<file path="src/sv/lcdseq_pkg.sv">
// ----------------------------------------------------------------------------
// lcdseq_pkg: shared types and constants for the 4-bit LCD bus sequencer
// Word layouts for the request and pin channels, request codes, register
// indexes and the fixed command bytes of the init sequence.
// ----------------------------------------------------------------------------
package lcdseq_pkg;

  localparam int unsigned CFG_W       = 20;
  localparam int unsigned CFG_IDX_W   = 3;
  localparam int unsigned NUM_CFG     = 6;

  // register indexes
  localparam logic [CFG_IDX_W-1:0] REG_E_PULSE    = 3'd0;
  localparam logic [CFG_IDX_W-1:0] REG_NIBBLE_GAP = 3'd1;
  localparam logic [CFG_IDX_W-1:0] REG_CLEAR_WAIT = 3'd2;
  localparam logic [CFG_IDX_W-1:0] REG_POWERUP    = 3'd3;
  localparam logic [CFG_IDX_W-1:0] REG_INIT_WAIT1 = 3'd4;
  localparam logic [CFG_IDX_W-1:0] REG_INIT_WAIT2 = 3'd5;

  // register reset values
  localparam logic [CFG_W-1:0] RST_E_PULSE    = 20'd2;
  localparam logic [CFG_W-1:0] RST_NIBBLE_GAP = 20'd40;
  localparam logic [CFG_W-1:0] RST_CLEAR_WAIT = 20'd2000;
  localparam logic [CFG_W-1:0] RST_POWERUP    = 20'd50000;
  localparam logic [CFG_W-1:0] RST_INIT_WAIT1 = 20'd5000;
  localparam logic [CFG_W-1:0] RST_INIT_WAIT2 = 20'd150;

  // request codes
  localparam logic [2:0] REQ_TICK     = 3'd0;
  localparam logic [2:0] REQ_WR_CMD   = 3'd1;
  localparam logic [2:0] REQ_WR_DATA  = 3'd2;
  localparam logic [2:0] REQ_RD_DATA  = 3'd3;
  localparam logic [2:0] REQ_WR_CHAR  = 3'd4;
  localparam logic [2:0] REQ_INIT     = 3'd5;

  // command and character bytes
  localparam logic [7:0] CMD_FUNC_SET   = 8'h28;
  localparam logic [7:0] CMD_DISP_ON    = 8'h0C;
  localparam logic [7:0] CMD_ENTRY_MODE = 8'h06;
  localparam logic [7:0] CMD_CLEAR      = 8'h01;
  localparam logic [7:0] CMD_HOME       = 8'h02;
  localparam logic [7:0] CMD_LINE2      = 8'hC0;
  localparam logic [7:0] CHAR_NEWLINE   = 8'h0A;
  localparam logic [7:0] CHAR_RETURN    = 8'h0D;
  localparam logic [3:0] NIB_INIT_8BIT  = 4'h3;
  localparam logic [3:0] NIB_INIT_4BIT  = 4'h2;
  localparam logic [3:0] NIB_MASK       = 4'hF;

  // init steps: 1..3 send nibble 3, 4 sends nibble 2, 5..8 send command bytes
  localparam logic [3:0] STEP_NONE       = 4'd0;
  localparam logic [3:0] STEP_FIRST      = 4'd1;
  localparam logic [3:0] STEP_SECOND     = 4'd2;
  localparam logic [3:0] STEP_LAST_NIB   = 4'd4;
  localparam logic [3:0] STEP_FIRST_BYTE = 4'd5;
  localparam logic [3:0] STEP_CLEAR      = 4'd8;

  typedef struct packed {
    logic [2:0] req_type;
    logic [7:0] byte_value;
    logic [3:0] bus_nibble_in;
  } in_word_t;

  typedef struct packed {
    logic       pin_rs;
    logic       pin_rw;
    logic       pin_enable;
    logic [3:0] nibble_out;
    logic       drive_enable;
    logic       busy_res;
    logic       rejected;
    logic       read_valid;
    logic [7:0] read_byte;
  } out_word_t;

  function automatic logic [7:0] init_byte(input logic [1:0] idx);
    logic [7:0] b;
    case (idx)
      2'd0:    b = CMD_FUNC_SET;
      2'd1:    b = CMD_DISP_ON;
      2'd2:    b = CMD_ENTRY_MODE;
      default: b = CMD_CLEAR;
    endcase
    return b;
  endfunction

endpackage

</file>
<file path="src/sv/char_lcd_4bit_bus_sequencer_unit.sv">
// ----------------------------------------------------------------------------
// char_lcd_4bit_bus_sequencer_unit: character LCD sequencer for a 4-bit bus
// Steps the pin levels of the display bus by one tick per input word:
// init, command, data, read and character requests, two nibbles per byte.
// ----------------------------------------------------------------------------
//  channel  | ports                             | direction
//  ---------+-----------------------------------+----------
//  request  | in_valid, in_ready, in_data       | in
//  pins     | out_valid, out_ready, out_data    | out
//  config   | cfg_wr_en, cfg_index, cfg_wdata   | in
//
//  One word per cycle when ready: each accepted request or tick updates the
//  sequencer state in one pass and lands in the output register on the next
//  edge. in_ready drops only while the output register holds a word not yet
//  taken. Reset loads register defaults, clears the sequence and goes idle.
// ----------------------------------------------------------------------------
module char_lcd_4bit_bus_sequencer_unit #(
  parameter int unsigned TIMER_WIDTH = 20
) (
  input  logic                                       clk,
  input  logic                                       rst_n,
  input  logic                                       in_valid,
  output logic                                       in_ready,
  input  lcdseq_pkg::in_word_t                       in_data,
  output logic                                       out_valid,
  input  logic                                       out_ready,
  output lcdseq_pkg::out_word_t                      out_data,
  input  logic                                       cfg_wr_en,
  input  logic [lcdseq_pkg::CFG_IDX_W-1:0]           cfg_index,
  input  logic [lcdseq_pkg::CFG_W-1:0]               cfg_wdata
);

  import lcdseq_pkg::*;

  typedef enum logic [4:0] {
    PH_IDLE    = 5'b00001,
    PH_POWERUP = 5'b00010,
    PH_EHIGH   = 5'b00100,
    PH_EGAP    = 5'b01000,
    PH_WAIT    = 5'b10000
  } phase_t;

  typedef enum logic [1:0] {
    LA_NONE,
    LA_BYTE,
    LA_READ,
    LA_NIB
  } launch_t;

  typedef logic [TIMER_WIDTH-1:0] timer_t;

  // Clamp a register value to the timer range, zero optionally raised to one.
  function automatic timer_t sat_count(input logic [CFG_W-1:0] v, input logic at_least_one);
    logic [CFG_W-1:0] x;
    x = (at_least_one && (v == '0)) ? CFG_W'(1) : v;
    if ((x >> TIMER_WIDTH) != '0) return '1;
    return TIMER_WIDTH'(x);
  endfunction

  logic [CFG_W-1:0] cfg_r [NUM_CFG];

  phase_t     phase_r, phase_nxt;
  timer_t     timer_r, timer_nxt;
  logic [3:0] step_r, step_nxt;
  logic [7:0] pend_r, pend_nxt;
  logic       low_next_r, low_next_nxt;
  logic [7:0] racc_r, racc_nxt;
  logic       long_r, long_nxt;
  logic       rs_r, rs_nxt;
  logic       rw_r, rw_nxt;
  logic       en_r, en_nxt;
  logic [3:0] dat_r, dat_nxt;
  logic       drv_r, drv_nxt;

  logic      out_valid_r;
  out_word_t out_data_r, out_data_nxt;

  logic      accept;
  logic      is_req;
  logic      rejected;
  logic      rd_valid;
  logic [7:0] rd_byte;

  launch_t    la_kind;
  logic [7:0] la_byte;
  logic       la_rs;
  logic       la_long;
  logic [3:0] la_nib;

  logic [CFG_W-1:0] wait_val;
  logic [3:0]       step_inc;
  logic [3:0]       byte_off;

  assign in_ready  = !out_valid_r || out_ready;
  assign accept    = in_valid && in_ready;
  assign out_valid = out_valid_r;
  assign out_data  = out_data_r;
  assign is_req    = (in_data.req_type >= REQ_WR_CMD) && (in_data.req_type <= REQ_INIT);
  assign step_inc  = step_r + 4'd1;
  assign byte_off  = step_inc - STEP_FIRST_BYTE;

  always_comb begin
    phase_nxt    = phase_r;
    timer_nxt    = timer_r;
    step_nxt     = step_r;
    pend_nxt     = pend_r;
    low_next_nxt = low_next_r;
    racc_nxt     = racc_r;
    long_nxt     = long_r;
    rs_nxt       = rs_r;
    rw_nxt       = rw_r;
    en_nxt       = en_r;
    dat_nxt      = dat_r;
    drv_nxt      = drv_r;
    rejected     = 1'b0;
    rd_valid     = 1'b0;
    rd_byte      = '0;
    la_kind      = LA_NONE;
    la_byte      = '0;
    la_rs        = 1'b0;
    la_long      = 1'b0;
    la_nib       = '0;
    wait_val     = '0;

    if (phase_r != PH_IDLE) begin
      rejected = is_req;
      if (timer_r > TIMER_WIDTH'(1)) begin
        timer_nxt = timer_r - TIMER_WIDTH'(1);
      end else begin
        timer_nxt = '0;
        unique case (phase_r)
          PH_POWERUP: begin
            step_nxt = STEP_FIRST;
            la_kind  = LA_NIB;
            la_nib   = NIB_INIT_8BIT;
          end
          PH_EHIGH: begin
            // sample the bus as E falls
            if (rw_r) begin
              if (low_next_r) begin
                racc_nxt = {in_data.bus_nibble_in, 4'h0};
              end else begin
                racc_nxt = {racc_r[7:4], in_data.bus_nibble_in};
                rd_valid = 1'b1;
                rd_byte  = racc_nxt;
              end
            end
            phase_nxt = PH_EGAP;
            en_nxt    = 1'b0;
            timer_nxt = sat_count(cfg_r[REG_NIBBLE_GAP], 1'b1);
          end
          PH_EGAP: begin
            if (low_next_r) begin
              low_next_nxt = 1'b0;
              phase_nxt    = PH_EHIGH;
              en_nxt       = 1'b1;
              dat_nxt      = drv_r ? (pend_r[3:0] & NIB_MASK) : 4'h0;
              timer_nxt    = sat_count(cfg_r[REG_E_PULSE], 1'b1);
            end else begin
              if (step_r == STEP_FIRST)       wait_val = cfg_r[REG_INIT_WAIT1];
              else if (step_r == STEP_SECOND) wait_val = cfg_r[REG_INIT_WAIT2];
              else if (long_r)                wait_val = cfg_r[REG_CLEAR_WAIT];
              long_nxt = 1'b0;
              if (wait_val != '0) begin
                phase_nxt = PH_WAIT;
                en_nxt    = 1'b0;
                timer_nxt = sat_count(wait_val, 1'b0);
              end
            end
          end
          PH_WAIT: ;
          default: ;
        endcase

        // next unit: on wait expiry, or when a unit ends with no wait
        if ((phase_r == PH_WAIT) ||
            ((phase_r == PH_EGAP) && !low_next_r && (wait_val == '0))) begin
          if ((step_r >= STEP_FIRST) && (step_r < STEP_CLEAR)) begin
            step_nxt = step_inc;
            if (step_inc <= STEP_LAST_NIB) begin
              la_kind = LA_NIB;
              la_nib  = (step_inc == STEP_LAST_NIB) ? NIB_INIT_4BIT : NIB_INIT_8BIT;
            end else begin
              la_kind = LA_BYTE;
              la_byte = init_byte(byte_off[1:0]);
              la_rs   = 1'b0;
              la_long = (step_inc == STEP_CLEAR);
            end
          end else begin
            phase_nxt = PH_IDLE;
            timer_nxt = '0;
            step_nxt  = STEP_NONE;
            long_nxt  = 1'b0;
            en_nxt    = 1'b0;
          end
        end
      end
    end else if (is_req) begin
      step_nxt = STEP_NONE;
      case (in_data.req_type)
        REQ_WR_CMD: begin
          la_kind = LA_BYTE;
          la_byte = in_data.byte_value;
          la_rs   = 1'b0;
          la_long = (in_data.byte_value == CMD_CLEAR) || (in_data.byte_value == CMD_HOME);
        end
        REQ_WR_DATA: begin
          la_kind = LA_BYTE;
          la_byte = in_data.byte_value;
          la_rs   = 1'b1;
        end
        REQ_RD_DATA: begin
          la_kind = LA_READ;
        end
        REQ_WR_CHAR: begin
          la_kind = LA_BYTE;
          if (in_data.byte_value == CHAR_NEWLINE) begin
            la_byte = CMD_LINE2;
          end else if (in_data.byte_value == CHAR_RETURN) begin
            la_byte = CMD_HOME;
          end else begin
            la_byte = in_data.byte_value;
            la_rs   = 1'b1;
          end
        end
        default: begin
          rs_nxt   = 1'b0;
          rw_nxt   = 1'b0;
          en_nxt   = 1'b0;
          long_nxt = 1'b0;
          if (cfg_r[REG_POWERUP] == '0) begin
            step_nxt = STEP_FIRST;
            la_kind  = LA_NIB;
            la_nib   = NIB_INIT_8BIT;
          end else begin
            phase_nxt = PH_POWERUP;
            timer_nxt = sat_count(cfg_r[REG_POWERUP], 1'b0);
          end
        end
      endcase
    end

    // start a unit: raise E, with the first nibble on the bus for writes
    if (la_kind != LA_NONE) begin
      phase_nxt    = PH_EHIGH;
      en_nxt       = 1'b1;
      timer_nxt    = sat_count(cfg_r[REG_E_PULSE], 1'b1);
      case (la_kind)
        LA_BYTE: begin
          pend_nxt     = la_byte;
          rs_nxt       = la_rs;
          rw_nxt       = 1'b0;
          drv_nxt      = 1'b1;
          low_next_nxt = 1'b1;
          long_nxt     = la_long;
          dat_nxt      = la_byte[7:4];
        end
        LA_READ: begin
          rs_nxt       = 1'b1;
          rw_nxt       = 1'b1;
          drv_nxt      = 1'b0;
          low_next_nxt = 1'b1;
          long_nxt     = 1'b0;
          dat_nxt      = 4'h0;
        end
        default: begin
          rs_nxt       = 1'b0;
          rw_nxt       = 1'b0;
          drv_nxt      = 1'b1;
          low_next_nxt = 1'b0;
          long_nxt     = 1'b0;
          dat_nxt      = la_nib;
        end
      endcase
    end

    out_data_nxt.pin_rs       = rs_nxt;
    out_data_nxt.pin_rw       = rw_nxt;
    out_data_nxt.pin_enable   = en_nxt;
    out_data_nxt.nibble_out   = dat_nxt;
    out_data_nxt.drive_enable = drv_nxt;
    out_data_nxt.busy_res     = (phase_nxt != PH_IDLE);
    out_data_nxt.rejected     = rejected;
    out_data_nxt.read_valid   = rd_valid;
    out_data_nxt.read_byte    = rd_byte;
  end

  always_ff @(posedge clk) begin
    if (!rst_n) begin
      cfg_r[REG_E_PULSE]    <= RST_E_PULSE;
      cfg_r[REG_NIBBLE_GAP] <= RST_NIBBLE_GAP;
      cfg_r[REG_CLEAR_WAIT] <= RST_CLEAR_WAIT;
      cfg_r[REG_POWERUP]    <= RST_POWERUP;
      cfg_r[REG_INIT_WAIT1] <= RST_INIT_WAIT1;
      cfg_r[REG_INIT_WAIT2] <= RST_INIT_WAIT2;
    end else if (cfg_wr_en && (cfg_index < CFG_IDX_W'(NUM_CFG))) begin
      cfg_r[cfg_index] <= cfg_wdata;
    end
  end

  always_ff @(posedge clk) begin
    if (!rst_n) begin
      phase_r     <= PH_IDLE;
      timer_r     <= '0;
      step_r      <= STEP_NONE;
      pend_r      <= '0;
      low_next_r  <= 1'b0;
      racc_r      <= '0;
      long_r      <= 1'b0;
      rs_r        <= 1'b0;
      rw_r        <= 1'b0;
      en_r        <= 1'b0;
      dat_r       <= '0;
      drv_r       <= 1'b0;
      out_valid_r <= 1'b0;
    end else begin
      if (accept) begin
        phase_r    <= phase_nxt;
        timer_r    <= timer_nxt;
        step_r     <= step_nxt;
        pend_r     <= pend_nxt;
        low_next_r <= low_next_nxt;
        racc_r     <= racc_nxt;
        long_r     <= long_nxt;
        rs_r       <= rs_nxt;
        rw_r       <= rw_nxt;
        en_r       <= en_nxt;
        dat_r      <= dat_nxt;
        drv_r      <= drv_nxt;
      end
      // hold the pin word until taken
      if (accept) begin
        out_valid_r <= 1'b1;
      end else if (out_ready) begin
        out_valid_r <= 1'b0;
      end
    end
  end

  always_ff @(posedge clk) begin
    if (accept) begin
      out_data_r <= out_data_nxt;
    end
  end

endmodule

</file>
<file path="config.mk">
export PLATFORM = sky130hd
export DESIGN_NAME = char_lcd_4bit_bus_sequencer_unit
export DESIGN_NICKNAME = d
export VERILOG_FILES = /design/src/sv/lcdseq_pkg.sv /design/src/sv/char_lcd_4bit_bus_sequencer_unit.sv
export SDC_FILE = /design/constraint.sdc
export NUM_CORES = 1
export LEC_CHECK = 0
export BUFFER_PORTS_ARGS = -buffer_cell sky130_fd_sc_hd__buf_2
export CAP_MARGIN = 40
export CORE_ASPECT_RATIO = 2
export CORE_MARGIN = 5
export CORE_UTILIZATION = 55
export DETAILED_ROUTE_END_ITERATION = 12
export PLACE_DENSITY = 0.76
export SLEW_MARGIN = 20
export SYNTH_ARGS = -nofsm -noshare
export SYNTH_HDL_FRONTEND = slang
export SYNTH_SLANG_ARGS = --single-unit
</file>
<file path="constraint.sdc">
create_clock -name clk -period 10.3 [get_ports clk]
set_input_delay 1.03 -clock clk [delete_from_list [all_inputs] [get_ports clk]]
set_output_delay 1.03 -clock clk [all_outputs]
set_load 0.005 [all_outputs]
</file>
After elaboration in Yosys (flattened, before gate mapping)
Memory sizes are Yosys's and may differ from the RTL's.
Index checks and enable logic that the tools add are counted.
Word-level totals
  bits in registers: 67
  RAM bits: 120
  bits of input ports: 43
  output and inout bits: 21
  word-level logic and storage cells: 261
  memories: 1
Memory list
  cfg_r: depth 6, width 20, read ports 6, clocked after Yosys merged registers in 0, wr ports 6, line char_lcd_4bit_bus_sequencer_unit.sv:60  | logic [CFG_W-1:0] cfg_r [NUM_CFG];
Cells by class
  add/sub/neg operators: 3
  magnitude comparators: 7
  equal/unequal tests: 28
  multiplexer cells: 160
  bitwise logic cells: 4
  reductions and logical operators: 36
Operator list (number)
  2-to-1 mux 20 bit: 29
  logical NOT 20 bit: 4
  2-to-1 mux 1 bit: 74
  2-to-1 mux 4 bit: 17
  2-to-1 mux 5 bit: 10
  one-hot mux 20 bit (2 select lines): 1
  2-to-1 mux 8 bit: 4
  2-to-1 mux 2 bit: 12
  2-to-1 mux 6 bit: 4
  greater-than comparator 20 x 1 -> 1 bit, second input constant: 1
  nonzero test 20 bit: 1
  OR reduction 20 bit: 1
  subtractor 20 x 1 -> 20 bit, second input constant: 1
  one-hot mux 6 bit (3 select lines): 1
  == test 8 x 4 -> 1 bit, second input constant: 2
  one-hot mux 8 bit (2 select lines): 1
  AND reduction 4 bit: 4
  inequality test 5 x 1 -> 1 bit, second input constant: 2
  one-hot mux 5 bit (2 select lines): 1
  nonzero test 2 bit: 5
  == test 8 x 1 -> 1 bit, second input constant: 1
  == test 8 x 2 -> 1 bit, second input constant: 1
  one-hot mux 4 bit (2 select lines): 1
  OR reduction 4 bit: 2
  other kinds (39): 58

Logic depth before layout (Yosys ltp)
An unclocked memory read counts as a cell.
  word-level depth: 23
  depth in mapped cells: 22
  mapped depth without buffers: 18

Worst setup path before layout
No wires, ideal clock.
  path type: reg-to-reg
  start point: register step_r[0]
  end point: register out_data_r, in the netlist out_data[13] (data pin)
  setup time: 263 ps
  arrival time: 4196 ps
  data required time: 10037 ps
  path slack: 5841 ps
  cell stages (with the launch flop): 21
  buffers on the path: 3
  clock period less this slack: 4459 ps
  cells stage by stage: dfxtp_1 > inv_1 > ha_1 > buf_4 > or3b_4 > and3_1 > o22a_1 > or4_4 > or4_4 > nand2_2 > buf_6 > nand2_1 > a21oi_1 > a31oi_1 > ha_1 > clkbuf_1 > a31oi_1 > o21ai_0 > a41o_1 > a31oi_1 > nor2_1
On the way
  word-level cells in the longest chain between the ends: 20
  elaborated cells on any way between the ends: 45
  classes of those cells: 2 x add/sub; 3 x order compare; 6 x eq/ne; 28 x mux; 6 x reduce/logical
RTL lines
  from (decl): line char_lcd_4bit_bus_sequencer_unit.sv:64  | logic [3:0] step_r, step_nxt;
  from (signal assigned): line char_lcd_4bit_bus_sequencer_unit.sv:320  | step_r <= step_nxt;
  == test 4 x 2 -> 1 bit: line char_lcd_4bit_bus_sequencer_unit.sv:161  | else if (step_r == STEP_SECOND) wait_val = cfg_r[REG_INIT_WAIT2];
  2-to-1 mux 20 bit: line char_lcd_4bit_bus_sequencer_unit.sv:161
  2-to-1 mux 20 bit: line char_lcd_4bit_bus_sequencer_unit.sv:160  | if (step_r == STEP_FIRST) wait_val = cfg_r[REG_INIT_WAIT1];
  2-to-1 mux 20 bit: line char_lcd_4bit_bus_sequencer_unit.sv:153  | if (low_next_r) begin
  2-to-1 mux 20 bit: line char_lcd_4bit_bus_sequencer_unit.sv:131  | unique case (phase_r)
  2-to-1 mux 20 bit: line char_lcd_4bit_bus_sequencer_unit.sv:127  | if (timer_r > TIMER_WIDTH'(1)) begin
  2-to-1 mux 20 bit: line char_lcd_4bit_bus_sequencer_unit.sv:125  | if (phase_r != PH_IDLE) begin
  2-to-1 mux 20 bit: line char_lcd_4bit_bus_sequencer_unit.sv:153
  [5 not listed]
  logical OR 1 bit: line char_lcd_4bit_bus_sequencer_unit.sv:176  | if ((phase_r == PH_WAIT) ||
  2-to-1 mux 2 bit: line char_lcd_4bit_bus_sequencer_unit.sv:176
  2-to-1 mux 2 bit: line char_lcd_4bit_bus_sequencer_unit.sv:127
  2-to-1 mux 2 bit: line char_lcd_4bit_bus_sequencer_unit.sv:125
  == test 2 bit or == test 2 x 1 -> 1 bit (tied branches): line char_lcd_4bit_bus_sequencer_unit.sv:248  | case (la_kind)
  one-hot mux 4 bit (2 select lines): line char_lcd_4bit_bus_sequencer_unit.sv:248
  2-to-1 mux 4 bit (*): line char_lcd_4bit_bus_sequencer_unit.sv:244  | if (la_kind != LA_NONE) begin
  named net dat_nxt[1]: line char_lcd_4bit_bus_sequencer_unit.sv:72  | logic [3:0] dat_r, dat_nxt;
  to (signal assigned): line char_lcd_4bit_bus_sequencer_unit.sv:342  | out_data_r <= out_data_nxt;
  to (decl): line char_lcd_4bit_bus_sequencer_unit.sv:76  | out_word_t out_data_r, out_data_nxt;
The timed path passes the listed nets; every way through them passes the cells marked *. The select of a mux whose other input is x is not followed.
A chain may end at the register's enable or synchronous reset.

Worst setup path in the final report
  start point: register step_r[1]
  end point: register timer_r[1]
On the way
  word-level cells in the longest chain between the ends: 20
  elaborated cells on any way between the ends: 40
  classes of those cells: 1 x add/sub; 3 x order compare; 4 x eq/ne; 24 x mux; 8 x reduce/logical
RTL lines
  == test 4 x 2 -> 1 bit: line char_lcd_4bit_bus_sequencer_unit.sv:161
  2-to-1 mux 20 bit: line char_lcd_4bit_bus_sequencer_unit.sv:161
  2-to-1 mux 20 bit: line char_lcd_4bit_bus_sequencer_unit.sv:160
  2-to-1 mux 20 bit: line char_lcd_4bit_bus_sequencer_unit.sv:153
  2-to-1 mux 20 bit: line char_lcd_4bit_bus_sequencer_unit.sv:131
  2-to-1 mux 20 bit: line char_lcd_4bit_bus_sequencer_unit.sv:127
  2-to-1 mux 20 bit: line char_lcd_4bit_bus_sequencer_unit.sv:125
  2-to-1 mux 20 bit: line char_lcd_4bit_bus_sequencer_unit.sv:153
  [4 not listed]
  logical AND 1 bit: line char_lcd_4bit_bus_sequencer_unit.sv:177  | ((phase_r == PH_EGAP) && !low_next_r && (wait_val == '0))) begin
  logical OR 1 bit: line char_lcd_4bit_bus_sequencer_unit.sv:176
  2-to-1 mux 2 bit: line char_lcd_4bit_bus_sequencer_unit.sv:176
  2-to-1 mux 2 bit: line char_lcd_4bit_bus_sequencer_unit.sv:127
  2-to-1 mux 2 bit: line char_lcd_4bit_bus_sequencer_unit.sv:125
  nonzero test 2 bit: line char_lcd_4bit_bus_sequencer_unit.sv:244
  inequality test 3 x 2 -> 1 bit (no line) (tied with other cells)
  AND reduction 4 bit (no line)
  to (signal assigned): line char_lcd_4bit_bus_sequencer_unit.sv:319  | timer_r <= timer_nxt;
  to (decl): line char_lcd_4bit_bus_sequencer_unit.sv:63  | timer_t timer_r, timer_nxt;
Several ways; a longest one is shown, not always the timed one. The select of a mux whose other input is x is not followed.

==> flow_summary.yaml <==
finish:
  num_antenna_cells: 0
  finish.utilization_pct: 61.8
  area_growth_pct: 11.4
  fin_cells: 1299
  drive_gt1_share_pct: 13.5
  fin_nets: 1127
  stdcell_area_um2: 10900
timing:
  setup_viol: 0
  finalCritPeriodShare_pct: 57.8
  rsz0062_at_grt: "no"
  fin_setup_tns_ps: 0
  max_freq_ghz: 0.168
  fin_skew_ps: 11.1
  slew_headroom_pct: 42.2
  final_hold_viol_count: 0
  min_period_ps: 5950
  worst_pin_slew_ps: 867
  final_max_slew_viol_count: 0
min_path:
  min_path_type: "flip-flop to flip-flop"
  min_from: "dat_r[3]"
  hold_depth: 2
  min_to: "dat_r[3]"
worst_setup_path:
  endpoint_kind: "flip-flop"
  r2r_start: "step_r[1]"
  path_class: "flip-flop to flip-flop"
  reg2reg_depth: 18
  required_ps: 10680
  r2r_slack_ps: 4350
  cp_max_fo: 33
  arrival_ps: 6330
  r2r-end: "timer_r[1]"
  start_kind: "flip-flop"
routing:
  num_vias: 8511
  routed_wl_um: 29800
  first_iter_violations: 995
  postRouteAntennaNets: 0
  post-route-drc-count: 0
  dr.pass1.iters: 5
  wl_per_cell_um: 23.0
  vias_per_cell: 6.55
floorplanning:
  ios: 64
  die_w_um: 104
  die_height_um: 199
  num_rows: 69
  die-area_um2: 20700
  coreArea_um2: 17600
  start_util_pct: 55.5
synthesis:
  synth_area_um2: 9780
  syn_area_per_cell_um2: 9.46
  ys_types: 75
  synthFlopType: "edfxtp_1"
  yosysWarnings: 0
  synth_nets: 1087
  ys_seq_area_share_pct: 52.5
  ys_seq_elements: 187
  synthArstFlopShare_pct: 0
  synthCells: 1033
  synth_edf_count: 139
power:
  p_leak_uw: 0.00402
  ir_drop_mv: 0.108
  p_per_area_nw_per_um2: 168
clocking:
  cts_tree: "done"
  root_buffer: "clkbuf_16"
  numCtsBuffers: 17
  ctsResizeCount: 0
  cts_sinks: 187
  clock_latency_ps: 440
  cts_buffer_depth: 2
  post_cts_buffers: 0
  clk_transition_reported_paths_ps: 70
  htreeDepth: 4
  ctsHoldBuffers: 0
placed_design:
  place_area_um2: 10300
  dp_hpwl_um: 21500
  dp.cells: 1262
  routabilityCongestion: 0.968
  numPortBuffers: 63
global_routing:
  grt_pass1_vias: 8142
  overflow: 0
  antenna_found_initial: 0
  grt_max_degree: 41
  grt.total_usage_pct: 28.3
  grt_first_pass_wirelength_um: 45300
job:
  maxCapViolations: 0
outcome:
  status: "completed"
-- worst max-delay path by stage --
stage                     startpoint      endpoint  slack, ps  depth (start not counted)
after floorplan            step_r[0]  out_data[13]       5840                         20
after global placement     step_r[0]        long_r       4780                         17
after detailed placement   step_r[1]    timer_r[1]       4500                         18
after CTS                  step_r[1]    timer_r[1]       4440                         18
after global routing       step_r[1]    timer_r[1]       4030                         18
final                      step_r[1]    timer_r[1]       4350                         18
-- kinds of logic after synthesis --
family	share of synthesized area, %
compound gates	16.1
xor+xnor	1.79
fa+ha+maj	1.41
buf+inv	4.38
flops	52.5
mux	1.33
simple gates	22.4
-- area by class of cell --
cell class	count	area, um2
Clock inverter	15	136
Multi-Input combinational cell	739	4230
Clock buffer	17	425
Inverter	42	158
Sequential cell	187	5130
Tap cell	213	267
Timing Repair Buffer	86	539
Fill cell	1522	6720
-- registers in the layout, indices dropped and copies added (netlist names), 4 cells and up --
register and cells:
racc_r 4, phase_r 5, pend_r 4, out_data 19, step_r 4, timer_r 20, cfg_r 120, dat_r 4
-- power breakdown --
part	switching (uW)	internal, uW	total (uW)
clock network	316	320	636
logic	185	101	286
registers	38.9	865	904
-- per-stage QoR --
step,total power [uW],setup WS (ps),hold slack (ps)
after floorplan,1100,5840,437
after global placement,1180,4780,447
after detailed placement,1200,4500,450
after CTS,1820,4440,461
after global routing,1890,4030,481
final,1830,4350,462
-- layer usage --
layer,wire length [um],global-route usage (%)
met1,10900,35.1
met2,14300,45.8
met3,2420,4.32
met4,2200,18.4
met5,0,0
-- placed cells by master, fill, tap and decap left out, drive strengths merged, types with 17 or more instances in the layout --
master | netlist | final
inv | 40 | 47
nor2 | 133 | 133
a31oi | 21 | 21
buf | 10 | 85
nand2 | 122 | 122
nor4 | 25 | 25
and2 | 25 | 25
dfxtp | 48 | 48
nand3 | 36 | 36
a21oi | 60 | 60
and3 | 24 | 24
nor3 | 24 | 24
edfxtp | 139 | 139
clkbuf | 55 | 17
o21ai | 57 | 57
-- cells in the mapped netlist (4+ instances only) --
library cell / instances / area share, %
a31oi_1: 21 / 1.3
inv_1: 40 / 1.5
nor4_1: 24 / 1.5
nand2_1: 121 / 4.6
xor2_1: 10 / 0.90
o211ai_1: 9 / 0.69
nor2b_1: 6 / 0.38
and3_1: 24 / 1.5
a31o_2: 5 / 0.45
clkbuf_1: 54 / 2.1
mux2i_1: 13 / 1.3
a221oi_1: 8 / 0.72
xnor2_1: 10 / 0.90
nand2b_1: 15 / 0.96
buf_2: 5 / 0.26
or4_1: 5 / 0.38
a211oi_1: 10 / 0.77
ha_1: 11 / 1.4
o22ai_1: 8 / 0.51
and2_1: 25 / 1.6
nor3_1: 24 / 1.2
or2_2: 6 / 0.38
a311oi_1: 5 / 0.45
nand4_1: 4 / 0.26
dfxtp_1: 48 / 9.8
nand3_1: 36 / 1.8
a21oi_1: 60 / 3.1
a22oi_1: 12 / 0.92
edfxtp_1: 139 / 43
nor2_1: 133 / 5.1
or3_1: 12 / 0.77
o221a_2: 7 / 0.81
nand3b_1: 4 / 0.31
o21ai_0: 56 / 2.9
-- worst max-delay path, stage by stage (launching register included) --
cell and delay [ps]:
dfxtp_1 370, inv_1 140, ha_1 650, or3b_1 790, o211ai_1 270, a211oi_1 70
o2111ai_1 420, or4_4 270, nand2_2 160, a22o_2 300, a32o_1 230, inv_1 80
ha_1 140, buf_4 320, inv_1 100, nor2_1 640, nand2_1 400, o211ai_1 290
o221a_2 210
(Power assumes the default switching activity.)
